[src/design/xcfd_pkg.sv]
package xcfd_pkg;

    // Frame geometry.
    localparam int unsigned MAX_FRAME = 64;
    localparam int unsigned STORE_AW  = 6;
    localparam int unsigned STORE_DEPTH = 1 << STORE_AW;

    localparam logic [7:0] MIN_FRAME_LEN = 8'd5;
    localparam logic [7:0] MAX_FRAME_LEN = 8'(MAX_FRAME);
    localparam logic [7:0] LEN_ADJ       = 8'd3;
    localparam logic [6:0] OVERHEAD      = 7'd5;
    localparam logic [6:0] CSUM_OFFSET   = 7'd2;
    localparam logic [6:0] PAYLOAD_START = 7'd3;
    localparam logic [6:0] CMD_POS       = 7'd2;

    // Result status codes.
    localparam logic [1:0] STAT_GOOD     = 2'd0;
    localparam logic [1:0] STAT_BAD_TAIL = 2'd1;
    localparam logic [1:0] STAT_BAD_CSUM = 2'd2;

    // Configuration register indexes.
    localparam logic CFG_HEAD_IDX = 1'b0;
    localparam logic CFG_TAIL_IDX = 1'b1;

    typedef enum logic [2:0] {
        ST_HUNT,
        ST_LEN,
        ST_BODY,
        ST_READ,
        ST_SHOW
    } t_state;

    // Commands from the controller to the datapath.
    typedef struct packed {
        logic start_frame;
        logic load_len;
        logic take_body;
        logic show;
    } t_dp_cmd;

    // Status from the datapath to the controller.
    typedef struct packed {
        logic is_head;
        logic len_ok;
        logic frame_done;
        logic out_free;
        logic show_last;
    } t_dp_status;

endpackage

[src/design/xcfd_ctrl.sv]
module xcfd_ctrl (
    input  logic                  i_clk,
    input  logic                  i_rst_n,
    input  logic                  i_rx_valid,
    output logic                  o_rx_stall,
    input  xcfd_pkg::t_dp_status  i_st,
    output xcfd_pkg::t_dp_cmd     o_cmd
);
    import xcfd_pkg::*;

    t_state r_state;
    t_state n_state;
    logic   rx_acc;

    assign rx_acc = i_rx_valid && !o_rx_stall;

    // State register.
    always_ff @(posedge i_clk) begin
        if (!i_rst_n) begin
            r_state <= ST_HUNT;
        end else begin
            r_state <= n_state;
        end
    end

    // Next state: intake one byte per transaction, then walk the results.
    always_comb begin
        n_state = r_state;
        unique case (r_state)
            ST_HUNT: begin
                if (rx_acc && i_st.is_head) n_state = ST_LEN;
            end
            ST_LEN: begin
                if (rx_acc) n_state = i_st.len_ok ? ST_BODY : ST_HUNT;
            end
            ST_BODY: begin
                if (rx_acc && i_st.frame_done) n_state = ST_READ;
            end
            ST_READ: begin
                n_state = ST_SHOW;
            end
            ST_SHOW: begin
                if (i_st.out_free) n_state = i_st.show_last ? ST_HUNT : ST_READ;
            end
            default: begin
                n_state = ST_HUNT;
            end
        endcase
    end

    // Outputs: intake is open only while hunting for a head or parsing a frame.
    always_comb begin
        o_rx_stall        = 1'b1;
        o_cmd.start_frame = 1'b0;
        o_cmd.load_len    = 1'b0;
        o_cmd.take_body   = 1'b0;
        o_cmd.show        = 1'b0;
        unique case (r_state)
            ST_HUNT: begin
                o_rx_stall        = 1'b0;
                o_cmd.start_frame = i_rx_valid && i_st.is_head;
            end
            ST_LEN: begin
                o_rx_stall     = 1'b0;
                o_cmd.load_len = i_rx_valid;
            end
            ST_BODY: begin
                o_rx_stall      = 1'b0;
                o_cmd.take_body = i_rx_valid;
            end
            ST_READ: begin
                o_rx_stall = 1'b1;
            end
            ST_SHOW: begin
                o_cmd.show = i_st.out_free;
            end
            default: begin
                o_rx_stall = 1'b1;
            end
        endcase
    end

`ifndef SYNTHESIS
    a_read_then_show: assert property (@(posedge i_clk) disable iff (!i_rst_n)
        r_state == ST_READ |=> r_state == ST_SHOW)
        else $error("memory read not followed by result load");

    a_done_to_read: assert property (@(posedge i_clk) disable iff (!i_rst_n)
        (o_cmd.take_body && i_st.frame_done) |=> r_state == ST_READ)
        else $error("completed frame did not start result output");

    a_bad_len_hunt: assert property (@(posedge i_clk) disable iff (!i_rst_n)
        (o_cmd.load_len && !i_st.len_ok) |=> r_state == ST_HUNT)
        else $error("bad length byte did not return to hunt");
`endif

endmodule

[src/design/xcfd_dp.sv]
module xcfd_dp (
    input  logic                  i_clk,
    input  logic                  i_rst_n,
    input  logic [7:0]            i_rx_byte,
    input  logic                  i_cfg_valid,
    input  logic                  i_cfg_index,
    input  logic [7:0]            i_cfg_data,
    input  logic                  i_res_stall,
    output logic                  o_res_valid,
    output logic [1:0]            o_status,
    output logic [7:0]            o_command,
    output logic [5:0]            o_body_len,
    output logic [5:0]            o_byte_index,
    output logic [7:0]            o_payload_byte,
    output logic                  o_last,
    input  xcfd_pkg::t_dp_cmd     i_cmd,
    output xcfd_pkg::t_dp_status  o_st
);
    import xcfd_pkg::*;

    logic [7:0] r_head_cfg;
    logic [7:0] r_tail_cfg;
    logic [6:0] r_byte_count;
    logic [6:0] r_exp_len;
    logic [7:0] r_xor;
    logic [7:0] r_cmd_byte;
    logic [7:0] r_csum_byte;
    logic       r_tail_ok;
    logic       r_csum_ok;
    logic [5:0] r_plen;
    logic [5:0] r_idx;
    logic [7:0] r_rdata;
    logic [7:0] r_store [STORE_DEPTH];

    logic       r_out_valid;
    logic [1:0] r_out_status;
    logic [5:0] r_out_index;
    logic [7:0] r_out_byte;
    logic       r_out_last;

    logic [7:0] flen8;
    logic [6:0] pos_next;
    logic       good_payload;
    logic       idx_last;
    logic [6:0] rd_addr;

    // Length byte check and body position arithmetic.
    assign flen8        = i_rx_byte + LEN_ADJ;
    assign pos_next     = r_byte_count + 7'd1;
    assign good_payload = r_tail_ok && r_csum_ok && (r_plen != 6'd0);
    assign idx_last     = (r_idx + 6'd1) == r_plen;
    assign rd_addr      = PAYLOAD_START + {1'b0, r_idx};

    assign o_st.is_head    = (i_rx_byte == r_head_cfg);
    assign o_st.len_ok     = (flen8 >= MIN_FRAME_LEN) && (flen8 <= MAX_FRAME_LEN);
    assign o_st.frame_done = (pos_next >= r_exp_len);
    assign o_st.out_free   = !r_out_valid || !i_res_stall;
    assign o_st.show_last  = !good_payload || idx_last;

    // Configuration registers.
    always_ff @(posedge i_clk) begin
        if (!i_rst_n) begin
            r_head_cfg <= 8'd170;
            r_tail_cfg <= 8'd187;
        end else if (i_cfg_valid) begin
            unique case (i_cfg_index)
                CFG_HEAD_IDX: r_head_cfg <= i_cfg_data;
                CFG_TAIL_IDX: r_tail_cfg <= i_cfg_data;
                default:      r_head_cfg <= r_head_cfg;
            endcase
        end
    end

    // Frame parsing state: count, length, checksum and captured bytes.
    always_ff @(posedge i_clk) begin
        if (!i_rst_n) begin
            r_byte_count <= '0;
            r_exp_len    <= '0;
            r_xor        <= '0;
        end else if (i_cmd.start_frame) begin
            r_byte_count <= 7'd1;
            r_exp_len    <= '0;
            r_xor        <= '0;
        end else if (i_cmd.load_len) begin
            r_byte_count <= 7'd2;
            if (o_st.len_ok) begin
                r_exp_len <= flen8[6:0];
                r_xor     <= i_rx_byte;
            end else begin
                r_byte_count <= '0;
                r_exp_len    <= '0;
            end
        end else if (i_cmd.take_body) begin
            r_byte_count <= pos_next;
            if ((r_byte_count + PAYLOAD_START) <= r_exp_len) begin
                r_xor <= r_xor ^ i_rx_byte;
            end
        end
    end

    // Captured bytes and the verdict at the closing byte.
    always_ff @(posedge i_clk) begin
        if (i_cmd.take_body) begin
            if (r_byte_count == CMD_POS) r_cmd_byte <= i_rx_byte;
            if ((r_byte_count + CSUM_OFFSET) == r_exp_len) r_csum_byte <= i_rx_byte;
            if (o_st.frame_done) begin
                r_tail_ok <= (i_rx_byte == r_tail_cfg);
                r_csum_ok <= (r_csum_byte == r_xor);
                r_plen    <= 6'(r_exp_len - OVERHEAD);
            end
        end
    end

    // Frame store: written on intake, read at the current payload position.
    always_ff @(posedge i_clk) begin
        if (i_cmd.take_body) begin
            r_store[r_byte_count[STORE_AW-1:0]] <= i_rx_byte;
        end
        r_rdata <= r_store[rd_addr[STORE_AW-1:0]];
    end

    // Result index walks the payload.
    always_ff @(posedge i_clk) begin
        if (i_cmd.take_body && o_st.frame_done) begin
            r_idx <= '0;
        end else if (i_cmd.show) begin
            r_idx <= r_idx + 6'd1;
        end
    end

    // Output register; holds its transaction while stalled.
    always_ff @(posedge i_clk) begin
        if (!i_rst_n) begin
            r_out_valid <= 1'b0;
        end else if (i_cmd.show) begin
            r_out_valid <= 1'b1;
        end else if (!i_res_stall) begin
            r_out_valid <= 1'b0;
        end
    end

    always_ff @(posedge i_clk) begin
        if (i_cmd.show) begin
            if (!r_tail_ok) begin
                r_out_status <= STAT_BAD_TAIL;
            end else if (!r_csum_ok) begin
                r_out_status <= STAT_BAD_CSUM;
            end else begin
                r_out_status <= STAT_GOOD;
            end
            r_out_index <= good_payload ? r_idx : 6'd0;
            r_out_byte  <= good_payload ? r_rdata : 8'd0;
            r_out_last  <= o_st.show_last;
            o_command   <= r_cmd_byte;
            o_body_len  <= r_plen;
        end
    end

    assign o_res_valid    = r_out_valid;
    assign o_status       = r_out_status;
    assign o_byte_index   = r_out_index;
    assign o_payload_byte = r_out_byte;
    assign o_last         = r_out_last;

endmodule

[src/design/xor_checked_frame_deframer.sv]
// Intake: one received byte per cycle while a frame is being parsed.
// Output: each result of a frame, starting after its closing byte, takes one frame
// store read (ST_READ) and one output load (ST_SHOW); intake is stalled through the
// result reads and loads, plus any result stall from downstream.
// Reset (synchronous, active low) returns to the head hunt and sets head to
// 0xAA and tail to 0xBB; the frame store is not cleared.
module xor_checked_frame_deframer (
    input  logic       i_clk,
    input  logic       i_rst_n,
    input  logic       i_rx_valid,
    output logic       o_rx_stall,
    input  logic [7:0] i_rx_byte,
    input  logic       i_cfg_valid,
    output logic       o_cfg_ready,
    input  logic       i_cfg_index,
    input  logic [7:0] i_cfg_data,
    output logic       o_res_valid,
    input  logic       i_res_stall,
    output logic [1:0] o_status,
    output logic [7:0] o_command,
    output logic [5:0] o_body_len,
    output logic [5:0] o_byte_index,
    output logic [7:0] o_payload_byte,
    output logic       o_last
);
    import xcfd_pkg::*;

    t_dp_cmd    dp_cmd;
    t_dp_status dp_st;

    // Configuration writes are always taken.
    assign o_cfg_ready = 1'b1;

    // Frame controller.
    xcfd_ctrl u_ctrl (
        .i_clk      (i_clk),
        .i_rst_n    (i_rst_n),
        .i_rx_valid (i_rx_valid),
        .o_rx_stall (o_rx_stall),
        .i_st       (dp_st),
        .o_cmd      (dp_cmd)
    );

    // Frame datapath.
    xcfd_dp u_dp (
        .i_clk          (i_clk),
        .i_rst_n        (i_rst_n),
        .i_rx_byte      (i_rx_byte),
        .i_cfg_valid    (i_cfg_valid),
        .i_cfg_index    (i_cfg_index),
        .i_cfg_data     (i_cfg_data),
        .i_res_stall    (i_res_stall),
        .o_res_valid    (o_res_valid),
        .o_status       (o_status),
        .o_command      (o_command),
        .o_body_len     (o_body_len),
        .o_byte_index   (o_byte_index),
        .o_payload_byte (o_payload_byte),
        .o_last         (o_last),
        .i_cmd          (dp_cmd),
        .o_st           (dp_st)
    );

endmodule
[config.mk]
export PLATFORM = sky130hd
export DESIGN_NAME = xor_checked_frame_deframer
export DESIGN_NICKNAME = d
export VERILOG_FILES = /design/src/design/xcfd_pkg.sv /design/src/design/xcfd_ctrl.sv /design/src/design/xcfd_dp.sv /design/src/design/xor_checked_frame_deframer.sv
export SDC_FILE = /design/constraint.sdc
export NUM_CORES = 1
export LEC_CHECK = 0
export ABC_AREA = 1
export BUFFER_PORTS_ARGS = -buffer_cell sky130_fd_sc_hd__buf_2
export CAP_MARGIN = 20
export CORE_UTILIZATION = 56
export DETAILED_ROUTE_END_ITERATION = 8
export HOLD_SLACK_MARGIN = 0.03
export PLACE_DENSITY = 0.75
export SYNTH_ARGS = -nofsm -noshare
export SYNTH_HDL_FRONTEND = slang
export SYNTH_HIERARCHICAL = 1
export SYNTH_SLANG_ARGS = --single-unit
export TNS_END_PERCENT = 30
[constraint.sdc]
create_clock -name i_clk -period 4.6 [get_ports i_clk]
set_input_delay 0 -clock i_clk [delete_from_list [all_inputs] [get_ports i_clk]]
set_output_delay 0 -clock i_clk [all_outputs]
set_load 0.01 [all_outputs]
# Word-level counts from Yosys, hierarchy flattened
# Memory sizes are Yosys's and may differ from the RTL's. A register that Yosys moved wholly into a read port is not among the register bits.
# Index checks and enable logic that the tools add are counted.
# Widths: inputs -> output; s select.
[word_totals]
register_bits = 103
ramBits = 512
input_bits = 22
output_inout_bits = 34
word_cells = 104
mem_count = 1
[mem_list]
columns = ["name", "depth", "width", "rd", "rd_ports_with_merged_regs", "write_ports", "line", "source"]
rows = [
  ["u_dp.r_store", 64, 8, 1, 1, 1, "xcfd_dp.sv:33", "logic [7:0] r_store [STORE_DEPTH];"],
]
[classes]
n_addsub = 7
n_lt_le_gt_ge = 4
eq_ne = 16
muxes = 26
bitwise_logic = 3
n_reduce_logical = 27
[ops]
columns = ["op", "n"]
rows = [
  ["$mux 8", 4],
  ["$eq 8x8->1", 3],
  ["$mux 7", 3],
  ["$pmux 3 s5", 1],
  ["$add 7x2->7 const B", 2],
  ["$mux 3", 4],
  ["$ne 2x1->1 const B", 6],
  ["$mux 1", 10],
  ["$reduce_and 2->1", 5],
  ["$add 8x2->8 const B", 1],
  ["$ge 8x3->1 const B", 1],
  ["$le 8x7->1 const B", 1],
  ["$logic_and 1x1->1", 8],
  ["$mux 2", 4],
  ["$xor 8x8->8", 1],
  ["$add 7x1->7 const B", 1],
  ["$eq 7x2->1 const B", 1],
  ["$eq 7x7->1", 1],
  ["$ge 7x7->1", 1],
  ["$le 7x7->1", 1],
  ["$add 2x6->6 const A", 1],
  ["$add 6x1->6 const B", 1],
  ["$eq 3x2->1 const B", 2],
  ["$eq 6x6->1", 1],
  ["14 further kinds", 19],
]

# Logic depth before layout (Yosys ltp)
[depth]
ltp_word = 7
depth_mapped = 17
ltp_nobuf = 16

# Modules after synthesis
# Netlist, hierarchy kept.
[modules_own_cells]
columns = ["mod", "n_inst", "cells_per_inst", "area_per_inst_um2", "seq_area_each_um2"]
rows = [
  ["xcfd_dp", 1, 2080, 25527.0, 18087.3],
  ["xcfd_ctrl", 1, 42, 245.2, 60.1],
  ["xor_checked_frame_deframer", 1, 2, 11.3, 0.0],
]

# Worst setup path after synthesis
# OpenSTA, ideal clock, no wires.
[synth_timing]
path_type = "flip-flop to flip-flop"
start = "reg u_ctrl.r_state[2]"
end = "reg u_dp.r_idx[4]"
setup_time_ns = 0.136
t_arrival_ns = 4.211
required_time_ns = 4.464
slack_ns = 0.253
path_stages_with_launch = 7
n_path_buf = 1
period_less_slack_ns = 4.347
path_cell_list = "dfxtp_1 > inv_2 > nor4_1 > clkbuf_1 > inv_1 > nor2_1 > a211oi_1"
[synth_lines]
columns = ["element", "line", "source"]
rows = [
  ["start, declared", "xcfd_ctrl.sv:11", "t_state r_state;"],
  ["start signal, assigned", "xcfd_ctrl.sv:22", "r_state <= n_state;"],
  ["end signal, assigned", "xcfd_dp.sv:127", "r_idx <= r_idx + 6'd1;"],
  ["end, declared", "xcfd_dp.sv:31", "logic [5:0] r_idx;"],
]

# Worst setup path in the final report
[layout_timing]
start = "reg u_dp.r_idx[0]"
end = "reg u_dp.r_rdata[3], read port of u_dp.r_store"
[layout_between]
elab_chain_cells = 1
[layout_lines]
columns = ["element", "line", "source"]
rows = [
  ["$add 2x6->6", "xcfd_dp.sv:52", "assign rd_addr = PAYLOAD_START + {1'b0, r_idx};"],
  ["end, declared", "xcfd_dp.sv:32", "logic [7:0] r_rdata;"],
]
# Every way passes these cells.
# A chain may end at the register's enable or synchronous reset.

==> results list <==
- The run finished with clean final reports.
* Peak VDD IR: 0.329 mV
- Clock tree synthesis found a total of 623 sinks.
- Maximum clock path buffer count: 3
* Post-synth top cells: edfxtp_1, nor2_1, o21ai_0
- Synthesis-stage register bit count: 623
* Yosys top cell area share: 0.660
- Before antenna repair, the detailed router went through 7 iterations.
- Total power consumption of the routed design: 13.1 mW
* Starting density of the core: 0.568
- Counting both buffers and inverters, the worst setup path holds a total of 3.
- The initial antenna violation count came to 1.
- After the first detailed-routing iteration, the DRC count stood at 2616.
- Fraction of layout instances using a drive strength above 1: 0.0860
* Antenna violation net count after detailed routing: 0
- Slowest cell on crit path: inv_2
- For the pin with the worst max-slew slack, the measured transition is 1.08 ns.
* Worst path cell trace: inv_6 > ha_4 > inv_2 > buf_4 > o21ai_0 > o22ai_1 > o211ai_1 > nand3_1 > nand3_1 > nand2_1
- On the worst path, the slowest cell contributes a delay of 0.57 ns.
- Dominant synthesized flop cell: edfxtp_1
- Cells taking the most area after synthesis: edfxtp_1, nor2_1, o21ai_0, dfxtp_1, nand2_1
* Relative slew margins: 0.278
- Num rows: 78
- Height of the die: 217 um
* Core region area: 0.0454 mm^2
- Number of hold buffers added after CTS: 24
* Category of the critical setup timing path: reg -> reg
- Cell seen most often among critical-path stages: nand3_1
- Total of warnings raised by yosys: 6
* Routed wire per std cell: 23.2 um
* Maximum Capacitance Violations: 0
- Post-place instance area: 0.0264 mm^2
* Post-detailed-route via-to-cell ratio: 6.25
- The finished cells cover 0.0286 mm^2.
* Mapped Cells: 2124
- The number of setup buffers added after CTS is 0.
- The number of global-route vias before repair came to 17.0k.
- The die covers 0.0469 mm^2.
- Clock latency on the worst-skew pair, taken at its later pin, is 0.62 ns.
* Worst hold slack: 0.0781 ns
- For the worst setup path, the data arrival time is 3.96 ns.
- In this run the static leakage power is 9.55 nW.
- Drt drc: 0
* CTS tree: built
* Top-level I/O count: 56
* Final standard cell count with taps included and fillers excluded: 2810
- Netlist cell types: 41
- In this run the worst hold path is classified as in -> reg.
* Dpl hpwl: 38600 um
- Compared with the post-synthesis result, the final layout area differs by 11.1%.
- Power spread over the standard cell area amounts to 457 mW/mm^2.
- The number of hold violations in the final report was 0.
- Diode count: 0
- GRT Overall Usage: 0.277
- The first global-routing pass estimated 98500 um of wire.
- Final weighted congestion in routability-driven placement: 0.902
* Cell area after synthesis: 0.0258 mm^2
- Of all cell types, the one taking the most synthesized area is edfxtp_1.
- Worst-case clock skew: 0.0224 ns
* Maximum level of the CTS H-tree: 2
* Clk root buf: clkbuf_16
- The die is 217 um wide.
* Worst setup SP type: flip-flop
* Number of nets in the finished design: 2209
- Input/output buffers: 54
- Clock-pin slew was measured on the worst setup and hold paths at 0.07 ns.
- Cell with the most instances after synthesis: edfxtp_1
- Highest net fanout along the worst path: 109
- Worst Path Required: 5.15 ns
- Syn Area/Cell: 12.1 um^2
* Period Utilization, post-route: 0.741
* Final setup fails: 0
- The cell family contributing the most delay on the critical path is buffers and inverters.
- Share of async-settable or async-resettable flops after synthesis: 0
- Global routing finished with a remaining overflow of 0.
- The number of nets handed over by synthesis was 2172.
* Highest Clock Rate: 293 MHz
- Setup repair after global routing left no endpoint under its margin.
- Critical path capture point type: flip-flop
* Final TNS setup: 0 ns
- Clock tree synthesis inserted a total of 59 buffers.
- Final max-slew violation count: 0
- Total of cells resized after clock tree synthesis: 0
* Cell Count Post-Placement: 2675
* Sequential cell area fraction in the yosys report: 0.704
- Entering global routing, the biggest net connects 201 pins.
* Total wirelength of the detailed-routed design: 65300 um
- Routed vias: 17.6k
* Post-layout min period: 3.41 ns
* Number of flops mapped to enable cells by yosys: 567
==> report_power, final <==
| group | internal, mW | switching, mW |
|---|---|---|
| combinational | 0.546 | 1.33 |
| clock | 2.88 | 2.05 |
| sequential | 6.22 | 0.0718 |
==> final cells by class <==
cell class              count  area, um^2
repair buffers            102         716
inverters                  75         287
clock inverters            32         362
flip-flops and latches    623       18200
well taps                 600         751
fillers                  3325       16700
clock buffers              78        1600
multi-input cells        1300        6770
==> worst reg2reg max path, stage by stage (launching register included) <==
cell      delay (ns)
dfxtp_4         0.36
inv_6           0.51
ha_4            0.42
inv_2           0.58
buf_4           0.38
o21ai_0         0.17
o22ai_1         0.27
o211ai_1        0.19
nand3_1         0.17
nand3_1         0.18
nand2_1         0.10
==> registers in the layout, indices dropped and copies added (netlist names), 2 cells and up <==
signal / cells
u_ctrl/r_state: 3
u_dp/o_body_len: 6
u_dp/o_byte_index: 6
u_dp/o_command: 8
u_dp/o_payload_byte: 8
u_dp/o_status: 2
u_dp/r_byte_count: 7
u_dp/r_cmd_byte: 8
u_dp/r_csum_byte: 8
u_dp/r_exp_len: 7
u_dp/r_head_cfg: 8
u_dp/r_idx: 6
u_dp/r_plen: 6
u_dp/r_rdata: 8
u_dp/r_store: 512
u_dp/r_tail_cfg: 8
u_dp/r_xor: 8
==> path summary, 6_finish.rpt <==
| path | startpoint | endpoint | slack, ns | depth (start not counted) |
|---|---|---|---|---|
| hold reg to reg | u_dp/r_cmd_byte[3]$_DFFE_PP_ | u_dp/o_command[3]$_DFFE_PP_ | 0.42 | 0 |
| hold / removal | i_rx_byte[2] | u_dp/r_csum_byte[2]$_DFFE_PP_ | 0.08 | 1 |
| setup / recovery | u_dp/r_idx[0]$_SDFFE_PP0P_ | u_dp/r_rdata[3]$_DFF_P_ | 1.19 | 10 |
| setup reg to reg | u_dp/r_idx[0]$_SDFFE_PP0P_ | u_dp/r_rdata[3]$_DFF_P_ | 1.19 | 10 |
==> placed cells by master, fill, tap and decap left out, types with 5 or more instances in the layout <==
master         instances
a21oi_1               34
buf_2                 54
buf_4                 22
bufinv_16              8
clkbuf_1              14
clkbuf_16             59
clkbuf_8               5
clkinv_1              11
clkinv_2               8
dfxtp_1               55
dlygate4sd3_1         24
edfxtp_1             567
ha_1                  25
inv_1                 67
inv_2                  7
nand2_1              157
nand3_1               87
nand4_1               15
nor2_1               419
o211ai_1              51
o21ai_0              288
o21ai_1               14
o221ai_1              55
o22ai_1               57
xnor2_1               26
xor2_1                34
==> stage by stage <==
stage | util | setup WS [ns]
after floorplan | - | 0.253
after global placement | 0.582 | 1.37
after detailed placement | 0.582 | 1.33
after CTS | 0.631 | 1.30
after global routing | 0.631 | 1.03
final | 0.631 | 1.19
==> cells by family after synthesis <==
kind of cell / synth area share
simple gates: 0.110
fa+ha+maj: 0.0126
compound gates: 0.116
flops: 0.704
buf+inv: 0.0348
xor+xnor: 0.0220
other cells: 0.000145
==> per-layer routing <==
| metal | up-vias | track usage | wire length, um |
|---|---|---|---|
| li1 | 7804 | - | - |
| met4 | 0 | 0.127 | 2750 |
| met1 | 8465 | 0.378 | 25400 |
| met2 | 1119 | 0.443 | 30800 |
| met3 | 184 | 0.0379 | 6330 |
| met5 | - | 0 | 0 |
(Power assumes the default switching activity.)
